--- src/rtl/env_brdf_split_sum_lut_texel_unit_defines.svh ---
// Assertion macros shared by the BRDF lookup texel unit.
`ifndef ENV_BRDF_SPLIT_SUM_LUT_TEXEL_UNIT_DEFINES_SVH
`define ENV_BRDF_SPLIT_SUM_LUT_TEXEL_UNIT_DEFINES_SVH

// Same-cycle implication, clocked on clk and disabled during reset.
`define EBL_ASSERT_IMP(name, ante, cons, msg) \
    name: assert property (@(posedge clk) disable iff (!rst_n) (ante) |-> (cons)) \
        else $error(msg);

// Next-cycle implication, clocked on clk and disabled during reset.
`define EBL_ASSERT_NXT(name, ante, cons, msg) \
    name: assert property (@(posedge clk) disable iff (!rst_n) (ante) |=> (cons)) \
        else $error(msg);

`endif

--- src/rtl/ebl_pkg.sv ---
// Types, constants and helper functions of the BRDF lookup texel unit.
`timescale 1ns / 1ps
package ebl_pkg;

    localparam int IDX_W = 10;
    localparam int RES_W = 11;
    localparam int Q_W = 17;
    localparam int TEX_W = 20;
    localparam int OUT_W = 16;

    localparam int MAX_RESOLUTION = 1024;
    localparam logic [RES_W-1:0] RES_RESET = RES_W'(64);

    localparam int DIV_STAGES = Q_W;
    localparam int SHADE_STAGES = 6;

    localparam int CFG_ADDR_W = 3;
    localparam logic REG_TABLE_RESOLUTION = 1'b0;

    // Coefficients of the polynomial approximation in Q1.16; K_EXP is Q4.16.
    localparam int K_C0Y = 1802;
    localparam int K_C1Y = 2785;
    localparam int K_C0Z = 37487;
    localparam int K_C1Z = 68157;
    localparam int K_C0W = 1442;
    localparam int K_C1W = 2621;
    localparam int K_AB = 68157;
    localparam int K_EXP = 608174;

    typedef struct packed {
        logic [IDX_W-1:0] column_index;
        logic [IDX_W-1:0] row_index;
    } in_item_t;

    typedef struct packed {
        logic signed [OUT_W-1:0] scale_term;
        logic signed [OUT_W-1:0] bias_term;
        logic [TEX_W-1:0]        texel_index;
        logic                    status;
    } out_item_t;

    // 2^(-k/16) in Q1.16 for k = 0 .. 16.
    function automatic logic [16:0] exp2_neg_entry(input logic [4:0] k);
        logic [16:0] r;
        unique case (k)
            5'd0:    r = 17'd65536;
            5'd1:    r = 17'd62757;
            5'd2:    r = 17'd60097;
            5'd3:    r = 17'd57549;
            5'd4:    r = 17'd55109;
            5'd5:    r = 17'd52773;
            5'd6:    r = 17'd50535;
            5'd7:    r = 17'd48393;
            5'd8:    r = 17'd46341;
            5'd9:    r = 17'd44376;
            5'd10:   r = 17'd42495;
            5'd11:   r = 17'd40693;
            5'd12:   r = 17'd38968;
            5'd13:   r = 17'd37316;
            5'd14:   r = 17'd35734;
            5'd15:   r = 17'd34219;
            5'd16:   r = 17'd32768;
            default: r = 17'd0;
        endcase
        return r;
    endfunction

    // Q1.16 to Q2.14 with rounding half up and saturation.
    function automatic logic signed [OUT_W-1:0] sat_q14(input logic signed [39:0] v);
        logic signed [39:0] r;
        r = (v + 40'sd2) >>> 2;
        if (r > 40'sd32767)
        begin
            r = 40'sd32767;
        end
        else if (r < -40'sd32768)
        begin
            r = -40'sd32768;
        end
        return OUT_W'(r);
    endfunction

endpackage

--- src/rtl/ebl_divider.sv ---
// Pipelined restoring divider: one quotient bit per stage, for round(idx*65536/den).
`timescale 1ns / 1ps
module ebl_divider
    import ebl_pkg::*;
(
    input  logic             clk,
    input  logic             adv,
    input  logic [IDX_W-1:0] idx,
    input  logic [RES_W-1:0] den,
    output logic [Q_W-1:0]   quot
);

    localparam int NUM_W = IDX_W + Q_W;

    logic [NUM_W-1:0] num;
    logic [RES_W-1:0] rem_reg  [DIV_STAGES];
    logic [RES_W-1:0] rem_next [DIV_STAGES];
    logic [Q_W-1:0]   low_reg  [DIV_STAGES];
    logic [Q_W-1:0]   low_next [DIV_STAGES];
    logic [Q_W-1:0]   quo_reg  [DIV_STAGES];
    logic [Q_W-1:0]   quo_next [DIV_STAGES];

    // Rounded numerator; its top bits already lie below the divisor.
    assign num = {idx, 16'd0} + NUM_W'(den >> 1);

    // Each stage shifts in one numerator bit and tries one subtraction.
    always_comb
    begin
        logic [RES_W-1:0] r_in;
        logic [Q_W-1:0]   l_in;
        logic [Q_W-1:0]   q_in;
        logic [RES_W:0]   r2;
        logic             ge;
        for (int s = 0; s < DIV_STAGES; s++)
        begin
            if (s == 0)
            begin
                r_in = RES_W'(num[NUM_W-1:Q_W]);
                l_in = num[Q_W-1:0];
                q_in = '0;
            end
            else
            begin
                r_in = rem_reg[s-1];
                l_in = low_reg[s-1];
                q_in = quo_reg[s-1];
            end
            r2 = {r_in, l_in[Q_W-1]};
            ge = (r2 >= {1'b0, den});
            rem_next[s] = ge ? RES_W'(r2 - {1'b0, den}) : RES_W'(r2);
            low_next[s] = {l_in[Q_W-2:0], 1'b0};
            quo_next[s] = {q_in[Q_W-2:0], ge};
        end
    end

    // Stage registers advance together with the rest of the pipeline.
    always_ff @(posedge clk)
    begin
        if (adv)
        begin
            for (int s = 0; s < DIV_STAGES; s++)
            begin
                rem_reg[s] <= rem_next[s];
                low_reg[s] <= low_next[s];
                quo_reg[s] <= quo_next[s];
            end
        end
    end

    assign quot = quo_reg[DIV_STAGES-1];

endmodule

--- config.mk ---
export PLATFORM = sky130hd
export DESIGN_NAME = ebl_divider
export DESIGN_NICKNAME = d
export VERILOG_FILES = /design/src/rtl/env_brdf_split_sum_lut_texel_unit_defines.svh /design/src/rtl/ebl_pkg.sv /design/src/rtl/ebl_divider.sv
export SDC_FILE = /design/constraint.sdc
export NUM_CORES = 1
export LEC_CHECK = 0
export BUFFER_PORTS_ARGS = -buffer_cell sky130_fd_sc_hd__buf_2
export CORE_ASPECT_RATIO = 1.5
export CORE_UTILIZATION = 35
export CTS_BUF_LIST = sky130_fd_sc_hd__clkbuf_16
export DETAILED_ROUTE_END_ITERATION = 8
export GPL_TIMING_DRIVEN = 1
export PLACE_DENSITY_LB_ADDON = 0.08
export SLEW_MARGIN = 30
export SYNTH_ARGS = -nofsm -noshare
export SYNTH_HDL_FRONTEND = slang
export SYNTH_SLANG_ARGS = --single-unit
--- constraint.sdc ---
create_clock -name clk -period 3.4 [get_ports clk]
set_clock_uncertainty 0.1 [all_clocks]
set_input_delay 0.68 -clock clk [delete_from_list [all_inputs] [get_ports clk]]
set_output_delay 0.68 -clock clk [all_outputs]
set_load 0.02 [all_outputs]
# ---- Yosys cells after proc, flatten, opt, wreduce, memory -nomap -nowiden
# Memories as Yosys holds them, arrays and structs flattened.
# Cells that the tools add are included.
dict set report word_totals {
  register_bits 0
  ram_bits 748
  input_bits 23
  out_inout_bits 17
  elab_cells 57
  n_memories 3
}
dict set report classes {
  add_sub_neg 18
  n_lt_le_gt_ge 17
  muxes 19
}
# memory words word_bits read_ports rd_ports_with_merged_regs write_ports line_no
set memory_table {}
lappend memory_table {quo_reg 17 17 17 0 17 ebl_divider.sv:20} ;# logic [Q_W-1:0] quo_reg [DIV_STAGES];
lappend memory_table {low_reg 17 16 16 0 17 ebl_divider.sv:18} ;# logic [Q_W-1:0] low_reg [DIV_STAGES];
lappend memory_table {rem_reg 17 11 16 0 17 ebl_divider.sv:16} ;# logic [RES_W-1:0] rem_reg [DIV_STAGES];
# operator n
set op_table {}
lappend op_table {{$ge 12x11->1} 16}
lappend op_table {{$mux 11} 17}
lappend op_table {{$sub 11x11->11} 17}
lappend op_table {{$add 26x10->27} 1}
lappend op_table {{$ge 11x11->1} 1}
lappend op_table {{$mux 1} 2}

# ---- Depth between registers and ports, before layout
dict set report depth {
  ltp_word 3
  depth_mapped 10
  depth_no_buf 10
}

# ---- Worst setup path before layout
# No wires, ideal clock.
dict set report synth_timing {
  path_type {input port to flip-flop}
  startpoint {in den[1]}
  endpoint {mem rem_reg[0][9] (data pin)}
  setup_ns 0.260
  arrival_time_ns 2.961
  t_required_ns 3.040
  path_slack_ns 0.079
  stages 8
  n_path_buf 0
  path_cell_list {inv_1 -> ha_1 -> nor2b_1 -> o21ai_0 -> a21boi_0 -> o2111ai_1 -> or3b_2 -> mux2_2}
}
# item line_no
set synth_rtl {}
lappend synth_rtl {{start: declaration} ebl_divider.sv:9} ;# input logic [RES_W-1:0] den,
lappend synth_rtl {{end: declaration} ebl_divider.sv:16}

==> metrics.txt <==
outcome=complete, no violations; Area Overhead vs Synth=17.0%; initial antenna violation count=3; met2 wire len=28,600 um; number of remaining DRC errors=0; Post-Layout Cell Count=2,868; CP Launch Type=flip-flop; total track usage=roughly 16%; Hold Crit Class=input port to flip-flop; fin. max-slew vios=0; slew margin rel.=between 50% and 60%; Std-Cell Rows=116; Post-synth EDFFs=444; die width=about 210 um; Syn Nets=about 2,000; clk buf depth=3; PD cells=about 860 nW/um^2; Critical R2R Capture=rem_reg[0][102]$_DFFE_PP_; total internal power=16.0 mW; final core utilization=41.5%; die footprint=roughly 69,000 um^2; final hold vios=0; DP Wirelength=36,800 um; Worst EP required=3.64 ns; critical path type=flip-flop to flip-flop; power share of the combinational group=41.2%; worst r2r path cells=10; Crit. End Element=flip-flop; first-pass GRT wire length=84,200 um; commonest non-fill, non-tap cells in the layout=edfxtp_1 (444), ha_1 (186), mux2_2 (114); Antenna Violating Nets Remaining=0; iteration-0 DRC count of the detailed router=702; PortBufs=39; switching pwr=7.89 mW; Top Metal Used=met5; met1 WL=21,500 um; die extent in y=321 um; total global routing overflow=0; Final period util=82.3%; Met3 Routed Length=1660 um; Crit. Startpoint=low_reg[0][143]$_DFFE_PP_; R2R Path Start=low_reg[0][143]$_DFFE_PP_; Post-CTS Setup Bufs=0; Clock Sinks=444; post-cts resize count=0; DP Worst Slack=approximately 0.057 ns; drt total wl=54,000 um; Yosys reg bits=roughly 440; Hold Path Sink=low_reg[0][5]$_DFFE_PP_; sequential share of power=between 30% and 40%; CTS root buffer=clkbuf_16; placed cells=~2,800; starting density of the core=35.5%; Wirelength per Cell=18.8 um; CP max FO=8; number of CTS-inserted buffers=47; PnR worst setup slack=0.601 ns; number of global-route vias before repair=15,200; routed via count=14,600; RSZ-0062 raised after global routing=false; YS warnings=0; final setup fails=0; hold_buf cts=0; H-tree depth=2; Post-synth ARST share=0%; Worst-path clk slew=0.06 ns; cells after synthesis=1,757; Worst-Skew Late Latency=0.60 ns; Fmax achieved=357 MHz; crit path DAT=approximately 3 ns; Final nets=around 2,200; fraction of layout cells with a size suffix above 1=18.9%; TritonRoute pass-1 iters=5; sequential area share after synthesis=between 50% and 60%; gp weighted congestion=between 0.8 and 0.9; min-delay src=den[6]; max FFs per register=around 180; Reg2Reg Setup Slack=approximately 0.60 ns; most common cell after layout, fill and taps aside=edfxtp_1; Max IR drop VDD=0.382 mV; Leak=10.7 nW; mean area per synthesized cell=approximately 14 um^2; Ports=40; predominant post-synthesis flop cell=edfxtp_1; library cells used by synthesis=approximately 60; core footprint=roughly 67,000 um^2; Final Critical Period=2.80 ns; Tightest Pin Transition=0.710 ns; largest net degree at the start of global routing=69; worst hold slack=0.175 ns; Clock power frac=about 23%; Setup TNS=0 ns; Hold Crit Depth=1; max_cap viols=0; routed vias/inst=between 5 and 6; area of the mapped netlist=~24,000 um^2; sw frac=33.0%; CTS tree=done
==> Yosys cell counts, types with 13 or more instances <==
cell	n	area share (%)
a21oi_1	100	2.1
nand4_1	20	0.53
nor2b_1	47	1.2
nand3b_1	14	0.44
ha_1	186	9.8
nand3_1	35	0.74
o21a_1	29	0.92
a21o_1	44	1.4
mux2_2	114	5.4
o21bai_1	16	0.51
edfxtp_1	444	56
nand2b_1	22	0.58
xor2_1	41	1.5
a211o_1	13	0.48
o21ai_0	53	1.1
nor2_1	90	1.4
xnor2_1	53	2.0
nor3_1	19	0.40
fa_1	16	1.4
mux2_1	38	1.8
o211ai_1	17	0.54
inv_1	75	1.2
nand2_1	55	0.87
mux2i_1	28	1.2
==> cells by family after synthesis <==
kind of cell | count (synthesis) | synth area share, %
simple gates | 350 | 7.65
buf+inv | 102 | 1.87
flops | 444 | 56.2
mux | 180 | 8.40
compound gates | 385 | 11.3
xor+xnor | 94 | 3.47
fa+ha+maj | 202 | 11.2
==> layer usage <==
layer	up-vias	GRT usage, %
met5	-	0
met4	2	7.29
met3	111	2.58
met2	187	29.8
met1	7105	17.2
li1	7214	-
==> cell type report <==
cell class	count	area, um^2
antenna	1	2.50
clock buffer	47	1180
clock inverter	40	459
fill	6140	39200
inverter	75	282
multi-input combinational	1211	9950
sequential	444	13300
tap	885	1110
timing repair buffer	165	1440
==> through the flow <==
step | total power [mW] | cell area [um^2]
5_1_grt | 25.5 | 27800
6_report | 23.9 | 27800
2_1_floorplan | 15.6 | 23700
3_3_place_gp | 18.4 | 26100
4_1_cts | 24.2 | 27800
3_5_place_dp | 18.5 | 26100
==> worst max path at each step <==
stage | end | slack (ns) | cells after the start
global placement | rem_reg[0][68]$_DFFE_PP_ | 0.05 | 11
CTS | rem_reg[0][99]$_DFFE_PP_ | 0.55 | 11
finish | rem_reg[0][102]$_DFFE_PP_ | 0.60 | 10
global route | rem_reg[0][99]$_DFFE_PP_ | 0.45 | 11
detailed placement | rem_reg[0][36]$_DFFE_PP_ | 0.06 | 11
floorplan | rem_reg[0][9]$_DFFE_PP_ | 0.08 | 8
==> power by group through the flow <==
stage | logic (mW) | clock network, mW | registers (mW)
2_1_floorplan | 7.25 | 0 | 8.31
3_3_place_gp | 9.65 | 0 | 8.73
3_5_place_dp | 9.81 | 0 | 8.70
4_1_cts | 9.91 | 5.69 | 8.60
5_1_grt | 10.9 | 5.85 | 8.69
6_report | 9.84 | 5.45 | 8.58
==> critical path: stages, from the launching register on <==
cell      delay [ns]
edfxtp_1        0.38
inv_1           0.16
ha_1            0.21
fa_1            0.21
nand2b_1        0.11
a21oi_1         0.08
a41o_1          0.20
a221o_1         0.30
a41oi_2         0.21
buf_4           0.21
mux2_1          0.35
Note: power is estimated with default switching activity, not from simulation.
