**src/rtl/env_brdf_split_sum_lut_texel_unit_defines.svh**
```systemverilog
// Assertion macros shared by the BRDF lookup texel unit.
`ifndef ENV_BRDF_SPLIT_SUM_LUT_TEXEL_UNIT_DEFINES_SVH
`define ENV_BRDF_SPLIT_SUM_LUT_TEXEL_UNIT_DEFINES_SVH

// Same-cycle implication, clocked on clk and disabled during reset.
`define EBL_ASSERT_IMP(name, ante, cons, msg) \
    name: assert property (@(posedge clk) disable iff (!rst_n) (ante) |-> (cons)) \
        else $error(msg);

// Next-cycle implication, clocked on clk and disabled during reset.
`define EBL_ASSERT_NXT(name, ante, cons, msg) \
    name: assert property (@(posedge clk) disable iff (!rst_n) (ante) |=> (cons)) \
        else $error(msg);

`endif

```
**src/rtl/ebl_pkg.sv**
```systemverilog
// Types, constants and helper functions of the BRDF lookup texel unit.
`timescale 1ns / 1ps
package ebl_pkg;

    localparam int IDX_W = 10;
    localparam int RES_W = 11;
    localparam int Q_W = 17;
    localparam int TEX_W = 20;
    localparam int OUT_W = 16;

    localparam int MAX_RESOLUTION = 1024;
    localparam logic [RES_W-1:0] RES_RESET = RES_W'(64);

    localparam int DIV_STAGES = Q_W;
    localparam int SHADE_STAGES = 6;

    localparam int CFG_ADDR_W = 3;
    localparam logic REG_TABLE_RESOLUTION = 1'b0;

    // Coefficients of the polynomial approximation in Q1.16; K_EXP is Q4.16.
    localparam int K_C0Y = 1802;
    localparam int K_C1Y = 2785;
    localparam int K_C0Z = 37487;
    localparam int K_C1Z = 68157;
    localparam int K_C0W = 1442;
    localparam int K_C1W = 2621;
    localparam int K_AB = 68157;
    localparam int K_EXP = 608174;

    typedef struct packed {
        logic [IDX_W-1:0] column_index;
        logic [IDX_W-1:0] row_index;
    } in_item_t;

    typedef struct packed {
        logic signed [OUT_W-1:0] scale_term;
        logic signed [OUT_W-1:0] bias_term;
        logic [TEX_W-1:0]        texel_index;
        logic                    status;
    } out_item_t;

    // 2^(-k/16) in Q1.16 for k = 0 .. 16.
    function automatic logic [16:0] exp2_neg_entry(input logic [4:0] k);
        logic [16:0] r;
        unique case (k)
            5'd0:    r = 17'd65536;
            5'd1:    r = 17'd62757;
            5'd2:    r = 17'd60097;
            5'd3:    r = 17'd57549;
            5'd4:    r = 17'd55109;
            5'd5:    r = 17'd52773;
            5'd6:    r = 17'd50535;
            5'd7:    r = 17'd48393;
            5'd8:    r = 17'd46341;
            5'd9:    r = 17'd44376;
            5'd10:   r = 17'd42495;
            5'd11:   r = 17'd40693;
            5'd12:   r = 17'd38968;
            5'd13:   r = 17'd37316;
            5'd14:   r = 17'd35734;
            5'd15:   r = 17'd34219;
            5'd16:   r = 17'd32768;
            default: r = 17'd0;
        endcase
        return r;
    endfunction

    // Q1.16 to Q2.14 with rounding half up and saturation.
    function automatic logic signed [OUT_W-1:0] sat_q14(input logic signed [39:0] v);
        logic signed [39:0] r;
        r = (v + 40'sd2) >>> 2;
        if (r > 40'sd32767)
        begin
            r = 40'sd32767;
        end
        else if (r < -40'sd32768)
        begin
            r = -40'sd32768;
        end
        return OUT_W'(r);
    endfunction

endpackage

```
**src/rtl/ebl_shade.sv**
```systemverilog
// Six-stage fixed-point evaluation of the scale and bias terms from ndotv and roughness.
`timescale 1ns / 1ps
module ebl_shade
    import ebl_pkg::*;
(
    input  logic                    clk,
    input  logic                    adv,
    input  logic [Q_W-1:0]          x,
    input  logic [Q_W-1:0]          y,
    output logic signed [OUT_W-1:0] scale,
    output logic signed [OUT_W-1:0] bias
);

    // Stage 1 registers: raw products.
    logic [Q_W-1:0]  rx1_reg;
    logic [27:0]     py0_reg;
    logic [31:0]     py1_reg;
    logic [27:0]     py2_reg;
    logic [35:0]     pt_reg;
    logic [33:0]     prx2_reg;
    // Stage 2 registers: rounded terms and exp2 interpolation product.
    logic [Q_W-1:0]     rx2s_reg;
    logic signed [17:0] ry2_reg;
    logic [Q_W-1:0]     rz2_reg;
    logic signed [17:0] rw2_reg;
    logic [Q_W-1:0]     rxx2_reg;
    logic [3:0]         n2_reg;
    logic [16:0]        base2_reg;
    logic [23:0]        prod2_reg;
    // Stage 3 registers.
    logic [Q_W-1:0]     m3_reg;
    logic [Q_W-1:0]     rx3_reg;
    logic signed [17:0] ry3_reg;
    logic [Q_W-1:0]     rz3_reg;
    logic signed [17:0] rw3_reg;
    // Stage 4 registers.
    logic [33:0]        pm4_reg;
    logic signed [17:0] ry4_reg;
    logic [Q_W-1:0]     rz4_reg;
    logic signed [17:0] rw4_reg;
    // Stage 5 registers.
    logic signed [39:0] pa5_reg;
    logic [Q_W-1:0]     rz5_reg;
    logic signed [17:0] rw5_reg;
    // Stage 6 registers.
    logic signed [OUT_W-1:0] scale_reg;
    logic signed [OUT_W-1:0] bias_reg;

    logic [Q_W-1:0]     rx_c;
    logic [19:0]        t_c;
    logic [3:0]         k_c;
    logic [11:0]        diff_c;
    logic [16:0]        v_c;
    logic [17:0]        half_c;
    logic [Q_W-1:0]     e_c;
    logic signed [18:0] a004_c;
    logic signed [39:0] a_c;
    logic signed [39:0] b_c;

    // Stage 1: one minus roughness and the products that feed every term.
    assign rx_c = Q_W'(18'd65536 - {1'b0, y});

    always_ff @(posedge clk)
    begin
        if (adv)
        begin
            rx1_reg  <= rx_c;
            py0_reg  <= 28'(y) * 28'(K_C0Y);
            py1_reg  <= 32'(y) * 32'(K_C0Z);
            py2_reg  <= 28'(y) * 28'(K_C0W);
            pt_reg   <= 36'(x) * 36'(K_EXP);
            prx2_reg <= 34'(rx_c) * 34'(rx_c);
        end
    end

    // Stage 2: rounding, exp2 table lookup and the interpolation product.
    assign t_c = 20'((pt_reg + 36'd32768) >> 16);
    assign k_c = t_c[15:12];
    assign diff_c = 12'(exp2_neg_entry({1'b0, k_c}) - exp2_neg_entry(5'({1'b0, k_c}) + 5'd1));

    always_ff @(posedge clk)
    begin
        if (adv)
        begin
            rx2s_reg  <= rx1_reg;
            ry2_reg   <= 18'(K_C1Y) - 18'((py0_reg + 28'd32768) >> 16);
            rz2_reg   <= Q_W'(K_C1Z) - Q_W'((py1_reg + 32'd32768) >> 16);
            rw2_reg   <= 18'((py2_reg + 28'd32768) >> 16) - 18'(K_C1W);
            rxx2_reg  <= Q_W'((prx2_reg + 34'd32768) >> 16);
            n2_reg    <= t_c[19:16];
            base2_reg <= exp2_neg_entry({1'b0, k_c});
            prod2_reg <= 24'(diff_c) * 24'(t_c[11:0]);
        end
    end

    // Stage 3: finish exp2 with a rounding shift, then take the minimum.
    assign v_c = base2_reg - 17'((prod2_reg + 24'd2048) >> 12);
    assign half_c = (n2_reg == 4'd0) ? 18'd0 : (18'd1 << (n2_reg - 4'd1));
    assign e_c = (n2_reg == 4'd0) ? v_c : Q_W'(({1'b0, v_c} + half_c) >> n2_reg);

    always_ff @(posedge clk)
    begin
        if (adv)
        begin
            m3_reg  <= (rxx2_reg < e_c) ? rxx2_reg : e_c;
            rx3_reg <= rx2s_reg;
            ry3_reg <= ry2_reg;
            rz3_reg <= rz2_reg;
            rw3_reg <= rw2_reg;
        end
    end

    // Stage 4: scale the minimum by one minus roughness.
    always_ff @(posedge clk)
    begin
        if (adv)
        begin
            pm4_reg <= 34'(m3_reg) * 34'(rx3_reg);
            ry4_reg <= ry3_reg;
            rz4_reg <= rz3_reg;
            rw4_reg <= rw3_reg;
        end
    end

    // Stage 5: shared term a004 and its product with 1.04.
    assign a004_c = $signed({2'b00, Q_W'((pm4_reg + 34'd32768) >> 16)}) + 19'(ry4_reg);

    always_ff @(posedge clk)
    begin
        if (adv)
        begin
            pa5_reg <= 40'(a004_c) * 40'(K_AB);
            rz5_reg <= rz4_reg;
            rw5_reg <= rw4_reg;
        end
    end

    // Stage 6: both terms, converted to Q2.14 with saturation.
    assign a_c = ((40'sd32768 - pa5_reg) >>> 16) + $signed({23'd0, rz5_reg});
    assign b_c = ((pa5_reg + 40'sd32768) >>> 16) + 40'(rw5_reg);

    always_ff @(posedge clk)
    begin
        if (adv)
        begin
            scale_reg <= sat_q14(a_c);
            bias_reg  <= sat_q14(b_c);
        end
    end

    assign scale = scale_reg;
    assign bias  = bias_reg;

endmodule

```
**config.mk**
```make
export PLATFORM = sky130hd
export DESIGN_NAME = ebl_shade
export DESIGN_NICKNAME = d
export VERILOG_FILES = /design/src/rtl/env_brdf_split_sum_lut_texel_unit_defines.svh /design/src/rtl/ebl_pkg.sv /design/src/rtl/ebl_shade.sv
export SDC_FILE = /design/constraint.sdc
export NUM_CORES = 2
export LEC_CHECK = 0
export BUFFER_PORTS_ARGS = -buffer_cell sky130_fd_sc_hd__buf_2
export CORE_ASPECT_RATIO = 1.1
export CORE_MARGIN = 3
export CORE_UTILIZATION = 59
export DETAILED_ROUTE_END_ITERATION = 10
export PLACE_DENSITY = 0.73
export SLEW_MARGIN = 0
export SYNTH_ARGS = -nofsm -noshare
export SYNTH_HDL_FRONTEND = slang
export SYNTH_SLANG_ARGS = --single-unit
export TNS_END_PERCENT = 10
```
**constraint.sdc**
```tcl
create_clock -name clk -period 22.5 [get_ports clk]
set_input_delay 1.125 -clock clk [delete_from_list [all_inputs] [get_ports clk]]
set_output_delay 1.125 -clock clk [all_outputs]
set_load 0.03 [all_outputs]
```
### Yosys cells after proc, flatten, opt, wreduce, memory -nomap -nowiden

Memories as Yosys holds them, arrays and structs flattened. A register that Yosys moved wholly into a read port is not among the register bits.
Cells that the tools add are included.

| storage, ports and cells | value |
|---|---|
| bits in registers | 566 |
| ROM bits | 1088 |
| memories | 3 |
| input port bits | 36 |

| operators by class | value |
|---|---|
| add/subtract/negate cells | 23 |
| shift operators | 2 |
| $mul | 8 |
| mux-type cells | 5 |
| order comparisons | 5 |
| reduce and logical (&&, ||, !) cells | 1 |

Memory list:

| name | words | bits a word | rd ports | clocked after memory_dff | write ports | line | source |
|---|---|---|---|---|---|---|---|
| (name not given) | 32 | 17 | 1 | 0 | 0 | ebl_pkg.sv:45 | `unique case (k)` |
| (name not given) | 16 | 17 | 1 | 1 | 0 | ebl_pkg.sv:45 |  |
| (name not given) | 16 | 17 | 1 | 0 | 0 | ebl_pkg.sv:45 |  |

Operators with widths:

| kind | number |
|---|---|
| $add A33 B16 Y33 const B | 2 |
| $mul A17 B17 Y33 | 2 |
| $add A28 B16 Y28 const B | 2 |
| $mul A17 B10 Y27 const B | 2 |
| $add A25 B3 Y26 const B | 2 |
| $add A24 B18 Y25 | 2 |
| $gt A24 B16 Y1 const B | 2 |
| $lt A24 B16 Y1 const B | 2 |
| $add A40 B17 Y40 const B | 1 |
| $sub A17 B40 Y40 const A | 1 |
| $mul A19 B18 Y37 const B | 1 |
| $add A36 B16 Y36 const B | 1 |
| $mul A17 B19 Y35 const B | 1 |
| $mux W17 | 2 |
| $add A32 B16 Y32 const B | 1 |
| $mul A17 B16 Y32 const B | 1 |
| $mux W16 | 2 |
| $add A24 B12 Y24 const B | 1 |
| $mul A12 B12 Y24 | 1 |
| $add A18 B18 Y19 | 1 |
| $add A17 B18 Y18 | 1 |
| $mux W18 | 1 |
| $shl A1 B4 Y18 const A | 1 |
| $shr A18 B4 Y17 | 1 |
| other kinds (10) | 10 |

### Logic depth before layout (Yosys ltp)

| depth | value |
|---|---|
| depth in word-level cells | 8 |
| gate-level depth with buffers | 46 |
| mapped depth without buffers | 42 |

### Worst setup path before layout

Ideal clock, no wire load.

| path | value |
|---|---|
| kind | reg2reg |
| start | register pt_reg[17] |
| end | register prod2_reg[23] (data pin) |
| data arrival time | 10.125 ns |
| stages on the path, launching flop included | 46 |
| period minus slack after synthesis | 10.384 ns |
| buffers on the path | 4 |
| path slack | 12.116 ns |
| data required time | 22.240 ns |
| setup time | 0.260 ns |
| path through | edfxtp_1 -> and3_1 -> nand3_2 -> nor3_1 -> xor2_1 -> clkbuf_1 -> clkbuf_1 -> ha_1 -> inv_1 -> ha_1 -> clkbuf_1 -> clkbuf_1 -> o21ai_0 -> nand2_1 -> o211ai_1 -> o21ai_0 -> o22ai_1 -> nor2_1 -> [... 10 more ...] -> nand3_1 -> nand2_1 -> fa_1 -> inv_1 -> fa_1 -> fa_1 -> fa_1 -> inv_1 -> fa_1 -> inv_1 -> ha_1 -> o21a_1 -> o2111ai_1 -> o22ai_1 -> o41a_1 -> a21o_1 -> a21oi_1 -> xnor2_1 |

| on the way | value |
|---|---|
| cells in the longest elaborated chain, start to end | 5 |

RTL lines:

| what | line | source |
|---|---|---|
| start: declaration | ebl_shade.sv:19 | `logic [35:0] pt_reg;` |
| start signal: assignment | ebl_shade.sv:71 | `pt_reg <= 36'(x) * 36'(K_EXP);` |
| $add A36 B16 Y36 * | ebl_shade.sv:77 | `assign t_c = 20'((pt_reg + 36'd32768) >> 16);` |
| $add A4 B1 Y5 | ebl_shade.sv:79 | `assign diff_c = 12'(exp2_neg_entry({1'b0, k_c}) - exp2_neg_entry(5'({1'b0, k_c}) + 5'd1));` |
| $mem_v2 Z32 W17 | -- |  |
| $sub A12 B12 Y12 | ebl_shade.sv:79 |  |
| $mul A12 B12 Y24 * | ebl_shade.sv:92 | `prod2_reg <= 24'(diff_c) * 24'(t_c[11:0]);` |
| end signal: assignment | ebl_shade.sv:92 |  |
| end: declaration | ebl_shade.sv:29 | `logic [23:0] prod2_reg;` |

Mark *: on every way between the ends. The rest lies on a longest branch, timed or not.
A chain may end at the register's enable or synchronous reset.

### Worst setup path after layout

| path | value |
|---|---|
| start | register pt_reg[20] |
| end | register prod2_reg[23] (data pin) |

Same word-level chain as after synthesis.

==> qor.yml <==
drt:
  routedWlPerCell_um: 17.05
  vias: 45280
  drt_first_pass_iters: 8
  viasPerCell: 5.590
  drtAntennaViolNets: 0
  drc: 0
  wl_mm: 138.1
  drt_iter0_markers: 2488
synthesis:
  seq_area_frac_synth_pct: 20.42
  yosysTopAreaCell: "fa_1"
  synth_flop_cell: "edfxtp_1"
  async_flop_share_pct: 0
  avgSynthCellArea_um2: 9.977
  synth_area_leaders: "fa_1 (26%), edfxtp_1 (20%), ha_1 (19%)"
  synth-seq-cells: 447
  syn_area_um2: 65730
  yosys_warnings: 0
  synth_edf_count: 447
  ys_types: 92
  synthCells: 6588
  syn-num-nets: 8511
  synth_top_cell_area_share_pct: 26.50
finish:
  num-fill-cells: 8905
  drive_gt1_share_pct: 3.674
  largest_reg_flops: 37
  final_nets: 8501
  area_delta_synth_final_pct: 5.393
timing:
  slew_violations: 0
  final.setup.tns_ns: 0
  clock.fmax_ghz: 0.08484
  tightest_slew_ns: 1.195
  grt_setup_unrepaired: "false"
  fin_skew_ns: 0.07638
  finalHoldViolations: 0
  fin_crit_ns: 11.79
  fin_crit_sh_pct: 52.38
  finalSetupViolCount: 0
  slew_headroom_pct: 19.73
place:
  dp_hpwl_mm: 112.3
  port_buffers: 67
  gp_congestion: 0.9107
floorplan:
  dieHeight_um: 356.1
  placementRows: 127
  io_pins: 68
  start_util_pct: 59.86
  die_area_um2: 115500
  fp.dieW_um: 324.2
  core-area_um2: 109800
global_route:
  antenna_found_initial: 5
  gr-total-overflow: 0
  grt_pass1_vias: 47370
  grt_max_degree: 178
  grt_pass1_wl_mm: 234.7
  grtUsageTotal_pct: 25.01
run_status:
  status: "completed"
cts:
  clk_path_buf_depth: 3
  cts_buffers: 50
  cts-hold-fix-buffers: 0
  cts_tree: "yes"
  cts.sinks: 447
  clock-root-buffer: "clkbuf_16"
  clk_pin_slew_ns: 0.06
  postCtsSetupBuffers: 0
  post_cts_resized: 0
  clk_latency_ns: 0.66
  h-tree-depth: 2
critical_path:
  cp_slowest_cell: "ha_1"
  crit_required_ns: 22.85
  worst_setup_path_start_kind: "flip-flop"
  path_class: "flip-flop to flip-flop"
  crit_fanout: 30
  worst_ep_arrival_time_ns: 12.13
  max_stage_delay_ns: 0.85
  setup.worst_path.end_class: "flip-flop"
worst_hold_path:
  hp-class: "flip-flop to flip-flop"
run:
  maxCapViolCount: 0
[cells in the mapped netlist, drive strengths merged, types with 12 or more instances]
cell type / n
a31o: 12
inv: 1307
and2: 128
xnor2: 295
ha: 1017
nand2b: 56
nand4: 29
nand3b: 12
or2: 27
a31oi: 25
nor3b: 12
clkbuf: 154
o21a: 47
nor3: 78
o21bai: 15
edfxtp: 447
o211ai: 28
o22ai: 17
and3: 61
a21o: 84
a21oi: 205
nor2b: 55
o31ai: 18
fa: 870
nor2: 357
nand2: 514
mux2i: 37
xor2: 128
o21ai: 193
nand3: 96
and4: 12
a211oi: 40
nor4: 16
[critical path: cells and delay by family (launching register included)]
kind	cells	cell delay, ns
fa+ha+maj	9	4.16
compound gates	17	4.01
simple gates	9	2.16
buf+inv	5	0.46
flops	1	0.42
xor+xnor	2	0.28
[layout by cell type (no fill, tap or decap), types with 40 or more instances in the layout]
master / instances
inv_1: 1306
ha_1: 1017
fa_1: 870
nand2_1: 513
edfxtp_1: 447
nor2_1: 357
xnor2_1: 293
a21oi_1: 204
o21ai_0: 190
xor2_1: 128
and2_1: 127
nand3_1: 95
a21o_1: 84
nor3_1: 77
buf_2: 66
and3_1: 61
nand2b_1: 56
nor2b_1: 55
clkbuf_16: 50
o21a_1: 47
a211oi_1: 40
[kinds of logic after synthesis]
group | after synthesis | share of synthesized area [%]
XOR/XNOR | 423 | 5.665
flip-flops | 447 | 20.42
adder cells (fa/ha/maj) | 1887 | 45.86
AO/OA/AOI/OAI | 816 | 8.060
multiplexers | 49 | 0.8033
other | 1 | 0.005705
AND/OR/NAND/NOR | 1484 | 10.69
buffers and inverters | 1481 | 8.499
[metal layers]
layer,track usage [%],wire length [um],vias to the layer above
met5,0,0,-
met4,6.580,3822,0
met3,2.641,6903,240
met2,42.60,67440,1119
met1,34.23,59950,22420
li1,-,-,21500
[path summary, 6_finish.rpt]
check	startpoint	endpoint	slack (ns)	cells past startpoint
worst max-delay path	pt_reg[20]$_DFFE_PP_	prod2_reg[23]$_DFFE_PP_	10.71	42
worst min-delay path	rz4_reg[5]$_DFFE_PP_	rz5_reg[5]$_DFFE_PP_	0.39	0
worst max register to register	pt_reg[20]$_DFFE_PP_	prod2_reg[23]$_DFFE_PP_	10.71	42
worst min register to register	rz4_reg[5]$_DFFE_PP_	rz5_reg[5]$_DFFE_PP_	0.39	0
[cell type report]
type,instances,area [um^2],share of cell area (%)
Inverter,1316,4940,7.131
Clock buffer,58,1281,1.849
Sequential cell,447,13420,19.38
Clock inverter,30,401.6,0.5798
Tap cell,1483,1856,2.678
Antenna cell,4,10.01,0.01445
Multi-Input combinational cell,4660,46740,67.46
Timing Repair Buffer,103,628.1,0.9067
[through the flow]
step	util (%)	cells	setup slack, ns	cell area [um^2]	hold slack [ns]
2_1_floorplan	-	6588	12.12	65730	0.4003
3_3_place_gp	61.55	8009	11.24	67580	0.4009
3_5_place_dp	61.55	8009	10.83	67580	0.4045
4_1_cts	63.08	8097	10.78	69270	0.3911
5_1_grt	63.08	8098	9.827	69270	0.4080
6_report	63.09	8101	10.71	69280	0.3935
Power is not shown: default switching activity piles up to over one toggle a cycle in this logic, so the estimate is an artifact.
